**config.mk**
```make
export PLATFORM = sky130hd
export DESIGN_NAME = char_lcd_parallel_interface
export DESIGN_NICKNAME = d
export VERILOG_FILES = /design/src/lcdpi_pkg.sv /design/src/lcdpi_timer.sv /design/src/lcdpi_seq.sv /design/src/char_lcd_parallel_interface.sv
export SDC_FILE = /design/constraint.sdc
export NUM_CORES = 1
export LEC_CHECK = 0
export BUFFER_PORTS_ARGS = -buffer_cell sky130_fd_sc_hd__buf_2
export CAP_MARGIN = 20
export CORE_MARGIN = 1
export CORE_UTILIZATION = 45
export CTS_CLUSTER_DIAMETER = 120
export CTS_CLUSTER_SIZE = 12
export DETAILED_ROUTE_END_ITERATION = 6
export PLACE_DENSITY = 0.75
export SLEW_MARGIN = 10
export SYNTH_ARGS = -nofsm -noshare
export SYNTH_HDL_FRONTEND = slang
export SYNTH_SLANG_ARGS = --single-unit
```
**constraint.sdc**
```tcl
create_clock -name clk -period 5.78 [get_ports clk]
set_input_delay 0.289 -clock clk [delete_from_list [all_inputs] [get_ports clk]]
set_output_delay 0.289 -clock clk [all_outputs]
set_load 0.02 [all_outputs]
```
**src/lcdpi_pkg.sv**
```systemverilog
// Types, codes and constants of the character LCD pin sequencer.
package lcdpi_pkg;

  // Request kinds carried on the input channel
  localparam logic [1:0] OP_CMD   = 2'd0;
  localparam logic [1:0] OP_DATA  = 2'd1;
  localparam logic [1:0] OP_INIT  = 2'd2;
  localparam logic [1:0] OP_CLEAR = 2'd3;

  // Steps of the init and clear sequences
  localparam logic [2:0] STEP_LONG_WAIT  = 3'd0;
  localparam logic [2:0] STEP_FUNC_SET   = 3'd1;
  localparam logic [2:0] STEP_SHORT_WAIT = 3'd2;
  localparam logic [2:0] STEP_DISP_ON    = 3'd3;
  localparam logic [2:0] STEP_ENTRY_MODE = 3'd4;
  localparam logic [2:0] STEP_INIT_CLEAR = 3'd5;
  localparam logic [2:0] STEP_CLR_POLL   = 3'd6;
  localparam logic [2:0] STEP_CLR_CMD    = 3'd7;

  // Lengths of the timed phases, in delay units
  localparam logic [3:0] LONG_WAIT_UNITS  = 4'd15;
  localparam logic [3:0] SHORT_WAIT_UNITS = 4'd5;
  localparam logic [3:0] POLL_UNITS       = 4'd5;
  localparam logic [3:0] SETUP_UNITS      = 4'd1;
  localparam logic [3:0] STROBE_UNITS     = 4'd5;
  localparam logic [3:0] NO_UNITS         = 4'd0;

  localparam logic [15:0] UNIT_TICKS_RST = 16'd1000;

  localparam logic [7:0] CMD_FUNC_SET   = 8'h38;
  localparam logic [7:0] CMD_DISP_ON    = 8'h0C;
  localparam logic [7:0] CMD_ENTRY_MODE = 8'h06;
  localparam logic [7:0] CMD_CLEAR      = 8'h01;

  // Pin sequencer phase
  typedef enum logic [5:0] {
    SUB_IDLE   = 6'b000001,
    SUB_POLL   = 6'b000010,
    SUB_GAP    = 6'b000100,
    SUB_SETUP  = 6'b001000,
    SUB_STROBE = 6'b010000,
    SUB_WAIT   = 6'b100000
  } sub_t;

  // One registered input transaction
  typedef struct packed {
    logic       req;
    logic [1:0] op;
    logic [7:0] byte_value;
    logic       busy;
  } item_t;

  // One result transaction, rs in the lowest bit
  typedef struct packed {
    logic       done_res;
    logic       ready_res;
    logic       bus_drive;
    logic [7:0] bus_out;
    logic       en;
    logic       rw;
    logic       rs;
  } result_t;

  // Delay timer outcome for one tick
  typedef struct packed {
    logic        expired;
    logic [15:0] tick_nxt;
    logic [3:0]  unit_nxt;
  } tmr_t;

  // Command byte sent at a sequence step
  function automatic logic [7:0] seq_byte(input logic [2:0] step);
    logic [7:0] b;
    unique case (step)
      STEP_FUNC_SET:   b = CMD_FUNC_SET;
      STEP_DISP_ON:    b = CMD_DISP_ON;
      STEP_ENTRY_MODE: b = CMD_ENTRY_MODE;
      STEP_INIT_CLEAR: b = CMD_CLEAR;
      STEP_CLR_CMD:    b = CMD_CLEAR;
      default:         b = 8'h00;
    endcase
    return b;
  endfunction

endpackage

```
**src/lcdpi_timer.sv**
```systemverilog
// Delay timer step: ticks within a unit and units within a phase.
module lcdpi_timer (
  input  logic [15:0]   unit_ticks,
  input  logic [15:0]   tick_count,
  input  logic [3:0]    unit_count,
  output lcdpi_pkg::tmr_t tmr
);
  import lcdpi_pkg::*;

  logic [15:0] limit;
  logic [15:0] tick_inc;

  // A zero setting counts as one tick per unit
  assign limit    = (unit_ticks == 16'd0) ? 16'd1 : unit_ticks;
  assign tick_inc = tick_count + 16'd1;

  always_comb begin
    tmr.expired  = 1'b0;
    tmr.tick_nxt = tick_inc;
    tmr.unit_nxt = unit_count;
    if (tick_inc >= limit) begin
      tmr.tick_nxt = 16'd0;
      if (unit_count <= 4'd1) begin
        tmr.unit_nxt = 4'd0;
        tmr.expired  = 1'b1;
      end else begin
        tmr.unit_nxt = unit_count - 4'd1;
      end
    end
  end

endmodule

```
**src/lcdpi_seq.sv**
```systemverilog
// Pin sequencer state and its next-state logic, one tick per transaction.
module lcdpi_seq (
  input  logic                clk,
  input  logic                rst_n,
  input  logic                step_en,
  input  logic [15:0]         unit_ticks,
  input  lcdpi_pkg::item_t    item,
  output lcdpi_pkg::result_t  res
);
  import lcdpi_pkg::*;

  sub_t        sub_r, sub_nxt;
  logic        seq_r, seq_nxt;
  logic [15:0] tick_r, tick_nxt;
  logic [3:0]  unit_r, unit_nxt;
  logic [7:0]  held_byte_r, held_byte_nxt;
  logic        held_sel_r, held_sel_nxt;
  logic [2:0]  step_r, step_nxt;
  logic        pin_en_r, pin_en_nxt;
  logic        pin_rs_r, pin_rs_nxt;
  logic        pin_rw_r, pin_rw_nxt;
  logic        done;
  logic        do_disp;
  logic [2:0]  disp_step;
  logic        drive;
  tmr_t        tmr;

  lcdpi_timer u_timer (
    .unit_ticks (unit_ticks),
    .tick_count (tick_r),
    .unit_count (unit_r),
    .tmr        (tmr)
  );

  // Next state for one tick
  always_comb begin
    sub_nxt       = sub_r;
    seq_nxt       = seq_r;
    tick_nxt      = tick_r;
    unit_nxt      = unit_r;
    held_byte_nxt = held_byte_r;
    held_sel_nxt  = held_sel_r;
    step_nxt      = step_r;
    pin_en_nxt    = pin_en_r;
    pin_rs_nxt    = pin_rs_r;
    pin_rw_nxt    = pin_rw_r;
    done          = 1'b0;
    do_disp       = 1'b0;
    disp_step     = step_r;

    unique case (sub_r)
      SUB_IDLE: begin
        if (item.req) begin
          if (item.op == OP_CMD || item.op == OP_DATA) begin
            seq_nxt       = 1'b0;
            held_byte_nxt = item.byte_value;
            held_sel_nxt  = (item.op == OP_DATA);
            pin_en_nxt    = 1'b1;
            pin_rs_nxt    = 1'b0;
            pin_rw_nxt    = 1'b1;
            sub_nxt       = SUB_POLL;
            tick_nxt      = 16'd0;
            unit_nxt      = POLL_UNITS;
          end else begin
            seq_nxt   = 1'b1;
            do_disp   = 1'b1;
            disp_step = (item.op == OP_INIT) ? STEP_LONG_WAIT : STEP_CLR_POLL;
          end
        end
      end
      SUB_POLL: begin
        tick_nxt = tmr.tick_nxt;
        unit_nxt = tmr.unit_nxt;
        if (tmr.expired) begin
          pin_en_nxt = 1'b0;
          pin_rs_nxt = 1'b0;
          pin_rw_nxt = 1'b1;
          tick_nxt   = 16'd0;
          if (item.busy) begin
            sub_nxt  = SUB_GAP;
            unit_nxt = NO_UNITS;
          end else if (seq_r && step_r == STEP_CLR_POLL) begin
            // clear starts with a poll alone, then queues its command
            step_nxt      = STEP_CLR_CMD;
            held_byte_nxt = seq_byte(STEP_CLR_CMD);
            held_sel_nxt  = 1'b0;
            sub_nxt       = SUB_GAP;
            unit_nxt      = NO_UNITS;
          end else begin
            pin_rs_nxt = held_sel_r;
            pin_rw_nxt = 1'b0;
            sub_nxt    = SUB_SETUP;
            unit_nxt   = SETUP_UNITS;
          end
        end
      end
      SUB_GAP: begin
        pin_en_nxt = 1'b1;
        pin_rs_nxt = 1'b0;
        pin_rw_nxt = 1'b1;
        sub_nxt    = SUB_POLL;
        tick_nxt   = 16'd0;
        unit_nxt   = POLL_UNITS;
      end
      SUB_SETUP: begin
        tick_nxt = tmr.tick_nxt;
        unit_nxt = tmr.unit_nxt;
        if (tmr.expired) begin
          pin_en_nxt = 1'b1;
          pin_rs_nxt = held_sel_r;
          pin_rw_nxt = 1'b0;
          sub_nxt    = SUB_STROBE;
          tick_nxt   = 16'd0;
          unit_nxt   = STROBE_UNITS;
        end
      end
      SUB_STROBE: begin
        tick_nxt = tmr.tick_nxt;
        unit_nxt = tmr.unit_nxt;
        if (tmr.expired) begin
          pin_en_nxt = 1'b0;
          pin_rs_nxt = held_sel_r;
          pin_rw_nxt = 1'b0;
          if (!seq_r || step_r == STEP_INIT_CLEAR) begin
            sub_nxt = SUB_IDLE;
            seq_nxt = 1'b0;
            done    = 1'b1;
          end else if (step_r == STEP_CLR_CMD) begin
            sub_nxt  = SUB_WAIT;
            tick_nxt = 16'd0;
            unit_nxt = SHORT_WAIT_UNITS;
          end else begin
            do_disp   = 1'b1;
            disp_step = step_r + 3'd1;
          end
        end
      end
      SUB_WAIT: begin
        tick_nxt = tmr.tick_nxt;
        unit_nxt = tmr.unit_nxt;
        if (tmr.expired) begin
          if (step_r == STEP_CLR_CMD) begin
            sub_nxt = SUB_IDLE;
            seq_nxt = 1'b0;
            done    = 1'b1;
          end else begin
            do_disp   = 1'b1;
            disp_step = step_r + 3'd1;
          end
        end
      end
      default: begin
        sub_nxt    = SUB_IDLE;
        seq_nxt    = 1'b0;
        pin_en_nxt = 1'b0;
      end
    endcase

    // Move to the next step of a sequence
    if (do_disp) begin
      step_nxt = disp_step;
      tick_nxt = 16'd0;
      priority if (disp_step == STEP_LONG_WAIT || disp_step == STEP_SHORT_WAIT) begin
        pin_en_nxt = 1'b0;
        sub_nxt    = SUB_WAIT;
        unit_nxt   = (disp_step == STEP_LONG_WAIT) ? LONG_WAIT_UNITS : SHORT_WAIT_UNITS;
      end else begin
        if (disp_step != STEP_CLR_POLL) begin
          held_byte_nxt = seq_byte(disp_step);
          held_sel_nxt  = 1'b0;
        end
        pin_en_nxt = 1'b1;
        pin_rs_nxt = 1'b0;
        pin_rw_nxt = 1'b1;
        sub_nxt    = SUB_POLL;
        unit_nxt   = POLL_UNITS;
      end
    end
  end

  // Result shows the state after the tick
  assign drive = (sub_nxt == SUB_SETUP) || (sub_nxt == SUB_STROBE);

  always_comb begin
    res.done_res  = done;
    res.ready_res = (sub_nxt == SUB_IDLE);
    res.bus_drive = drive;
    res.bus_out   = drive ? held_byte_nxt : 8'h00;
    res.en        = pin_en_nxt;
    res.rw        = pin_rw_nxt;
    res.rs        = pin_rs_nxt;
  end

  // State registers, advanced once per transaction
  always_ff @(posedge clk) begin
    if (!rst_n) begin
      sub_r       <= SUB_IDLE;
      seq_r       <= 1'b0;
      tick_r      <= 16'd0;
      unit_r      <= 4'd0;
      held_byte_r <= 8'h00;
      held_sel_r  <= 1'b0;
      step_r      <= STEP_LONG_WAIT;
      pin_en_r    <= 1'b0;
      pin_rs_r    <= 1'b0;
      pin_rw_r    <= 1'b0;
    end else if (step_en) begin
      sub_r       <= sub_nxt;
      seq_r       <= seq_nxt;
      tick_r      <= tick_nxt;
      unit_r      <= unit_nxt;
      held_byte_r <= held_byte_nxt;
      held_sel_r  <= held_sel_nxt;
      step_r      <= step_nxt;
      pin_en_r    <= pin_en_nxt;
      pin_rs_r    <= pin_rs_nxt;
      pin_rw_r    <= pin_rw_nxt;
    end
  end

endmodule

```
**src/char_lcd_parallel_interface.sv**
```systemverilog
// Top level of the 8-bit character LCD pin sequencer.
//
//  Channel | Direction | Payload
//  in_     | slave     | tick: req, byte_value, bus_in in tdata; op in tuser
//  out_    | master    | pins and status for that tick in tdata
//  cfg_    | slave     | unit_ticks, sequencer ticks per delay unit
//
// One transaction is one sequencer tick; one is taken every clock cycle
// unless out_tready stalls. An input register feeds the sequencer step into
// the result register. The sequencer state advances when an input moves on.
// A stalled out_tready holds the result and back-pressures in_tready.
// Synchronous reset clears all control state; unit_ticks resets to 1000.
module char_lcd_parallel_interface (
  input  logic        clk,
  input  logic        rst_n,
  input  logic        in_tvalid,
  output logic        in_tready,
  input  logic [23:0] in_tdata,   // req, byte_value[7:0], bus_in[7:0], zero pad
  input  logic [1:0]  in_tuser,   // op[1:0]
  output logic        out_tvalid,
  input  logic        out_tready,
  output logic [15:0] out_tdata,  // rs, rw, en, bus_out[7:0], bus_drive,
                                  // ready_res, done_res, zero pad
  input  logic        cfg_valid,
  output logic        cfg_ready,
  input  logic [15:0] cfg_data
);
  import lcdpi_pkg::*;

  logic        in_valid_r;
  item_t       item_r;
  logic        out_valid_r;
  result_t     res_r;
  result_t     res;
  logic [15:0] unit_ticks_r;
  logic        advance;

  assign advance   = in_valid_r && (!out_valid_r || out_tready);
  assign in_tready = !in_valid_r || advance;
  assign cfg_ready = 1'b1;

  // Configuration register
  always_ff @(posedge clk) begin
    if (!rst_n) begin
      unit_ticks_r <= UNIT_TICKS_RST;
    end else if (cfg_valid) begin
      unit_ticks_r <= cfg_data;
    end
  end

  // Input register
  always_ff @(posedge clk) begin
    if (!rst_n) begin
      in_valid_r <= 1'b0;
    end else begin
      in_valid_r <= (in_tvalid && in_tready) || (in_valid_r && !advance);
    end
  end

  always_ff @(posedge clk) begin
    if (in_tvalid && in_tready) begin
      item_r.req        <= in_tdata[0];
      item_r.op         <= in_tuser;
      item_r.byte_value <= in_tdata[8:1];
      item_r.busy       <= in_tdata[16];
    end
  end

  lcdpi_seq u_seq (
    .clk        (clk),
    .rst_n      (rst_n),
    .step_en    (advance),
    .unit_ticks (unit_ticks_r),
    .item       (item_r),
    .res        (res)
  );

  // Result register
  always_ff @(posedge clk) begin
    if (!rst_n) begin
      out_valid_r <= 1'b0;
    end else begin
      out_valid_r <= advance || (out_valid_r && !out_tready);
    end
  end

  always_ff @(posedge clk) begin
    if (advance) begin
      res_r <= res;
    end
  end

  assign out_tvalid = out_valid_r;
  assign out_tdata  = {2'b00, res_r};

endmodule

```
Yosys cells after proc, flatten, opt, wreduce, memory -nomap -nowiden
Cells that the tools add are included.

Register bits after elaboration: 86. Latch bits: 0. Memory bits (writable): 0. Bits in read-only memories: 0. Bits of input ports: 47. Output and inout port bits: 19. Logic and storage cells: 207. Memories kept: 0.

Add/sub/neg operators: 3. $mul: 0. Divide/modulo/power cells: 0. Order comparisons: 2. Equal/unequal tests: 29. Shifts and indexed selects: 0. Muxes and demuxes: 113. Bitwise gates (word level): 1. Reduce and logical (&&, ||, !) cells: 35.

Operators with widths (count): two-way mux 16 bit (8); case mux 16 bit (5 select lines) (1); two-way mux 6 bit (12); two-way mux 8 bit (8); two-way mux 4 bit (13); two-way mux 1 bit (46); two-way mux 3 bit (12); case mux 6 bit (6 select lines) (1); case mux 4 bit (6 select lines) (1); case mux 6 bit (4 select lines) (1); two-way mux 21 bit (1); equality test 3 bit, second input constant (6); adder 16 x 1 -> 16 bit, second input constant (1); >= comparator 16 bit (1); zero test 16 bit (1); case mux 8 bit (2 select lines) (1); equality test 6 x 1 -> 1 bit, second input constant (2); equality test 6 x 4 -> 1 bit, second input constant (2); equality test 6 x 5 -> 1 bit, second input constant (2); case mux 1 bit (4 select lines) (3); != test 2 x 1 -> 1 bit, second input constant (5); case mux 3 bit (3 select lines) (1); logical OR 1 bit (8); AND reduction 4 bit (2); other kinds (29) (44).

Logic depth before layout (Yosys ltp)
Depth in word-level cells: 12. Depth in mapped cells: 20. Depth with buffers taken out: 16.

Modules after synthesis
Synthesis repeated with hierarchy kept, for this count alone.

Cells, all modules: 572. Area, all modules: 5303.8 um2.

Modules (own cells, without submodules): lcdpi_seq (instances 1, cells each 346, area an instance 2785.2 um2, sequential area each 840.8 um2); char_lcd_parallel_interface (instances 1, cells each 91, area an instance 1496.4 um2, sequential area each 1141.1 um2); lcdpi_timer (instances 1, cells each 135, area an instance 1022.2 um2, sequential area each 0.0 um2).

Worst setup path after synthesis
OpenSTA, ideal clock, no wires.

Kind: reg2reg. From: reg u_seq.tick_r[0]. To: reg res_r (netlist bit out_tdata[3]) (data pin). Setup time: 265 ps. Data arrival time: 3889 ps. Required time: 5515 ps. Slack: 1626 ps. Cell stages (with the launch flop): 21. Buffers on the path: 4. Clock period less this slack: 4154 ps. Cells stage by stage: dfxtp_1 -> ha_1 -> nand3_1 -> nor2_1 -> and3_1 -> and3_1 -> clkbuf_1 -> nand3_1 -> xnor2_1 -> ha_1 -> and4_1 -> nor4b_1 -> a22o_1 -> a21o_1 -> clkbuf_1 -> buf_2 -> a21oi_1 -> o21ai_0 -> and3_1 -> clkbuf_1 -> nor2_1.

Word-level cells in the longest chain between the ends: 11. Elaborated cells between the ends (all ways): 35. Those cells by class: add/sub: 1; order compare: 1; eq/ne: 9; mux: 20; reduce/logical: 4.

RTL lines: start, declared (RTL line lcdpi_seq.sv:14) `logic [15:0] tick_r, tick_nxt;`; start signal, assigned (RTL line lcdpi_seq.sv:210) `tick_r <= tick_nxt;`; adder 16 x 1 -> 16 bit * (RTL line lcdpi_timer.sv:15) `assign tick_inc = tick_count + 16'd1;`; >= comparator 16 bit * (RTL line lcdpi_timer.sv:21) `if (tick_inc >= limit) begin`; two-way mux 21 bit * (RTL line lcdpi_timer.sv:21); two-way mux 3 bit, on equally long branches (RTL line lcdpi_seq.sv:141, lcdpi_seq.sv:120); case mux 3 bit (3 select lines) (RTL line lcdpi_seq.sv:51) `unique case (sub_r)`; equality test 3 bit (tied with other cells) (RTL line lcdpi_pkg.sv:74) `unique case (step)`; OR reduction 2 bit (no line) / logical OR 1 bit (equally long branches); case mux 6 bit (4 select lines) / two-way mux 6 bit (equally long branches) (RTL line lcdpi_pkg.sv:74, lcdpi_seq.sv:163); two-way mux 8 bit / two-way mux 6 bit (equally long branches) (RTL line lcdpi_seq.sv:168, lcdpi_seq.sv:160); two-way mux 8 bit (tied with other cells) (RTL line lcdpi_seq.sv:163) `priority if (disp_step == STEP_LONG_WAIT || disp_step == STEP_SHORT_WAIT) begin`; two-way mux 8 bit / logical OR 1 bit (equally long branches) (RTL line lcdpi_seq.sv:160, lcdpi_seq.sv:182); end signal, assigned (RTL line char_lcd_parallel_interface.sv:89) `res_r <= res;`; end, declared (RTL line char_lcd_parallel_interface.sv:33) `result_t res_r;`.

Mark *: on every way between the ends. The rest lies on a longest branch, timed or not. A chain may end at the register's enable or synchronous reset.

Worst setup path in the final report
From: reg u_seq.tick_r[0]. To: reg u_seq.held_byte_r[3].

Word-level cells in the longest chain between the ends: 11. Elaborated cells between the ends (all ways): 25. Those cells by class: add/sub: 1; order compare: 1; eq/ne: 7; mux: 13; reduce/logical: 3.

RTL lines: adder 16 x 1 -> 16 bit * (RTL line lcdpi_timer.sv:15); >= comparator 16 bit * (RTL line lcdpi_timer.sv:21); two-way mux 21 bit * (RTL line lcdpi_timer.sv:21); two-way mux 3 bit, on equally long branches (RTL line lcdpi_seq.sv:141, lcdpi_seq.sv:120); case mux 3 bit (3 select lines) (RTL line lcdpi_seq.sv:51); equality test 3 bit (RTL line lcdpi_pkg.sv:74); OR reduction 2 bit (no line); case mux 6 bit (4 select lines) (RTL line lcdpi_pkg.sv:74); two-way mux 8 bit (RTL line lcdpi_seq.sv:168) `if (disp_step != STEP_CLR_POLL) begin`; two-way mux 8 bit (RTL line lcdpi_seq.sv:163); two-way mux 8 bit * (RTL line lcdpi_seq.sv:160) `if (do_disp) begin`; end signal, assigned (RTL line lcdpi_seq.sv:212) `held_byte_r <= held_byte_nxt;`; end, declared (RTL line lcdpi_seq.sv:16) `logic [7:0] held_byte_r, held_byte_nxt;`.

Marks and branches as above.

==> results.yml <==
status:
  status: "finished, final reports clean"
floorplan:
  dieWidth_um: 107
  coreArea_sq_mm: 0.0105
  die_area_sq_mm: 0.0114
  num_io_pins: 66
  chipHeight_um: 107
  row_count: 37
  initial_core_util_pct: 47.2
placement:
  port_buffers: 48
  dpl.hpwl_um: 8530
  place_congestion: 0.941
routing:
  wl_um: 12100
  via_per_inst: 6.04
  wire_per_inst_um: 16.4
  drt_iter0_drc: 351
  firstDrtPassIters: 7
  drc: 0
  vias: 4439
  drtAntennaViolNets: 0
global_routing:
  grtUsageTotal_pct: 22.0
  use_met1_pct: 29.7
  antenna_found_initial: 0
  grt_use_met3_pct: 4.13
  grt_pass1_vias: 4096
  met2_usage_pct: 35.2
  grt_overflow: 0
  grt_max_degree: 38
  grt_pass1_wl_um: 19800
  grt.busiest_layer: "met2"
synthesis:
  synth_edf_count: 26
  synthFlopType: "dfxtp_1"
  synth_seq_cells: 86
  syn_area_per_cell_sq_um: 8.78
  synth_cells: 563
  ys_seq_area_share_pct: 40.1
  ys_warn_count: 0
  synthDistinctLibCells: 75
  async_flop_share_pct: 0
  synth_area_sq_mm: 0.00494
clock_network:
  cts_setup_buffers: 0
  clkSinkCount: 86
  cts-root-buf: "clkbuf_8"
  cts_buffers: 9
  insertion_delay_ns: 0.37
  tritoncts: "built"
  cts.htree.levels: 3
  cts_hold_buf: 0
  cts_resized: 0
  clockBufferDepth: 2
  clk_pin_slew_worst_paths_ns: 0.08
critical_path:
  cp-end-kind: "register"
  cp_max_fo: 17
  cp-start-kind: "register"
  crit_arrival_ns: 4.96
  cp.required_ns: 6.05
  criticalPathCategory: "register to register"
final_layout:
  drive_gt1_share_pct: 14.4
  syn_to_final_growth_pct: 10.7
  num_antenna_cells: 0
  fin_nets: 663
  fillers: 1010
timing:
  worstMarginPinSlew_ns: 0.716
  skew_ns: 0.0119
  finalCriticalPeriod_ns: 4.69
  finalHoldViolCount: 0
  finalCritPeriodShare_pct: 81.2
  rsz0062_at_grt: "false"
  max_freq_ghz: 0.213
  maxSlewHeadroom_pct: 52.2
  setup-violations-final: 0
  fin_tns_setup_ns: 0
  drv_slew: 0
  hold_slack_ns: 0.0901
pwr:
  p_leak_nw: 2.23
  powerDensity_mw_per_mm2: 245
  ir_drop_v: 0.000180
hold_path:
  hp-class: "input port to register"
run:
  cap_violations: 0
==> power by group <==
part	switching (mW)	internal (mW)	leakage (nW)
Combinational	0.0992	0.0598	1.37
Clock	0.229	0.287	0.116
Sequential	0.0188	0.647	0.742
==> state kept, by name, summed over array words and instances (netlist names), 3 cells and up <==
name	cells
u_seq.tick_r	16
unit_ticks_r	16
out_tdata	14
item_r	12
u_seq.held_byte_r	8
u_seq.sub_r	6
u_seq.unit_r	4
u_seq.step_r	3
==> kinds of logic (layout without fill, tap and decap cells) <==
group | after synthesis | count (layout) | share of synthesized area, %
xor+xnor | 16 | 16 | 2.99
flops | 86 | 86 | 40.1
other cells | 2 | 3 | 0.152
mux | 19 | 19 | 3.85
compound gates | 152 | 152 | 21.1
fa+ha+maj | 22 | 22 | 5.57
buf+inv | 56 | 91 | 4.84
simple gates | 210 | 210 | 21.4
==> cell usage after synthesis (8+ instances only) <==
cell type,number,area [sq um]
dfxtp_1,60,1200
nand2_1,55,206
nor2_1,51,191
a21oi_1,39,195
o21ai_0,30,150
nand3_1,29,145
edfxtp_1,26,781
inv_1,23,86.3
ha_1,22,275
mux2i_1,19,190
clkbuf_1,18,67.6
and3_1,16,100
a31oi_1,14,87.6
nor4_1,10,62.6
nor2b_1,9,56.3
nor3_1,9,45.0
o211ai_1,9,67.6
and2_1,8,50.1
xor2_1,8,70.1
==> path summary, 6_finish.rpt <==
path	start	to	slack, ns	cells after the start
min	in_tuser[0]	item_r[9]$_DFFE_PP_	0.09	1
max reg2reg	u_seq.tick_r[0]$_SDFFE_PN0P_	u_seq.held_byte_r[3]$_SDFFE_PN0P_	1.09	16
min reg2reg	u_seq.held_byte_r[1]$_SDFFE_PN0P_	u_seq.held_byte_r[1]$_SDFFE_PN0P_	0.46	2
max	u_seq.tick_r[0]$_SDFFE_PN0P_	u_seq.held_byte_r[3]$_SDFFE_PN0P_	1.09	16
==> per-layer routing <==
metal / vias to the layer above / wire (um)
li1: 2129 / -
met1: 2119 / 5320
met2: 172 / 5760
met3: 19 / 808
met4: 0 / 199
met5: - / 0
==> cell type report <==
cell class / count / area [sq um] / share of cell area, %
Clock buffer: 10 / 128 / 2.33
Inverter: 24 / 90.1 / 1.65
Timing Repair Buffer: 51 / 263 / 4.81
Sequential cell: 86 / 1980 / 36.2
Multi-Input combinational cell: 422 / 2720 / 49.8
Tap cell: 136 / 170 / 3.11
Clock inverter: 6 / 111 / 2.04
==> critical path: stages (launching register included) <==
cell	delay, ns
dfxtp_1	0.42
ha_1	0.26
nand3_1	0.17
nor2_1	0.24
and3_1	0.27
and3_1	0.30
nand3_1	0.12
xnor2_1	0.16
ha_1	0.29
and4_1	0.25
nor4b_1	0.25
a22o_1	0.20
a21o_1	0.47
nand3_1	0.43
a311oi_1	0.42
a2111oi_0	0.11
a31o_1	0.22
==> per-stage QoR <==
stage	util, %	setup slack, ns	cell area, sq um	std cells	total power [mW]
after floorplan	-	1.63	4940	564	0.790
after global placement	50.0	1.26	5230	719	0.829
after detailed placement	50.0	1.15	5230	719	0.835
after CTS	52.3	1.11	5470	735	1.34
after global routing	52.3	0.662	5470	735	1.39
final	52.3	1.09	5470	735	1.34
==> layout by cell type (no fill, tap or decap), types with 9 or more instances in the layout <==
cell type  count
and3_1        16
o211ai_1       9
mux2i_1       19
clkbuf_8       9
ha_1          22
a21oi_1       39
nand2_1       55
nor3_1         9
nor2b_1        9
dfxtp_1       60
nor4_1        10
nor2_1        51
edfxtp_1      26
buf_2         48
o21ai_0       30
a31oi_1       14
inv_1         23
nand3_1       29
Power figures use the tool's default switching activity.
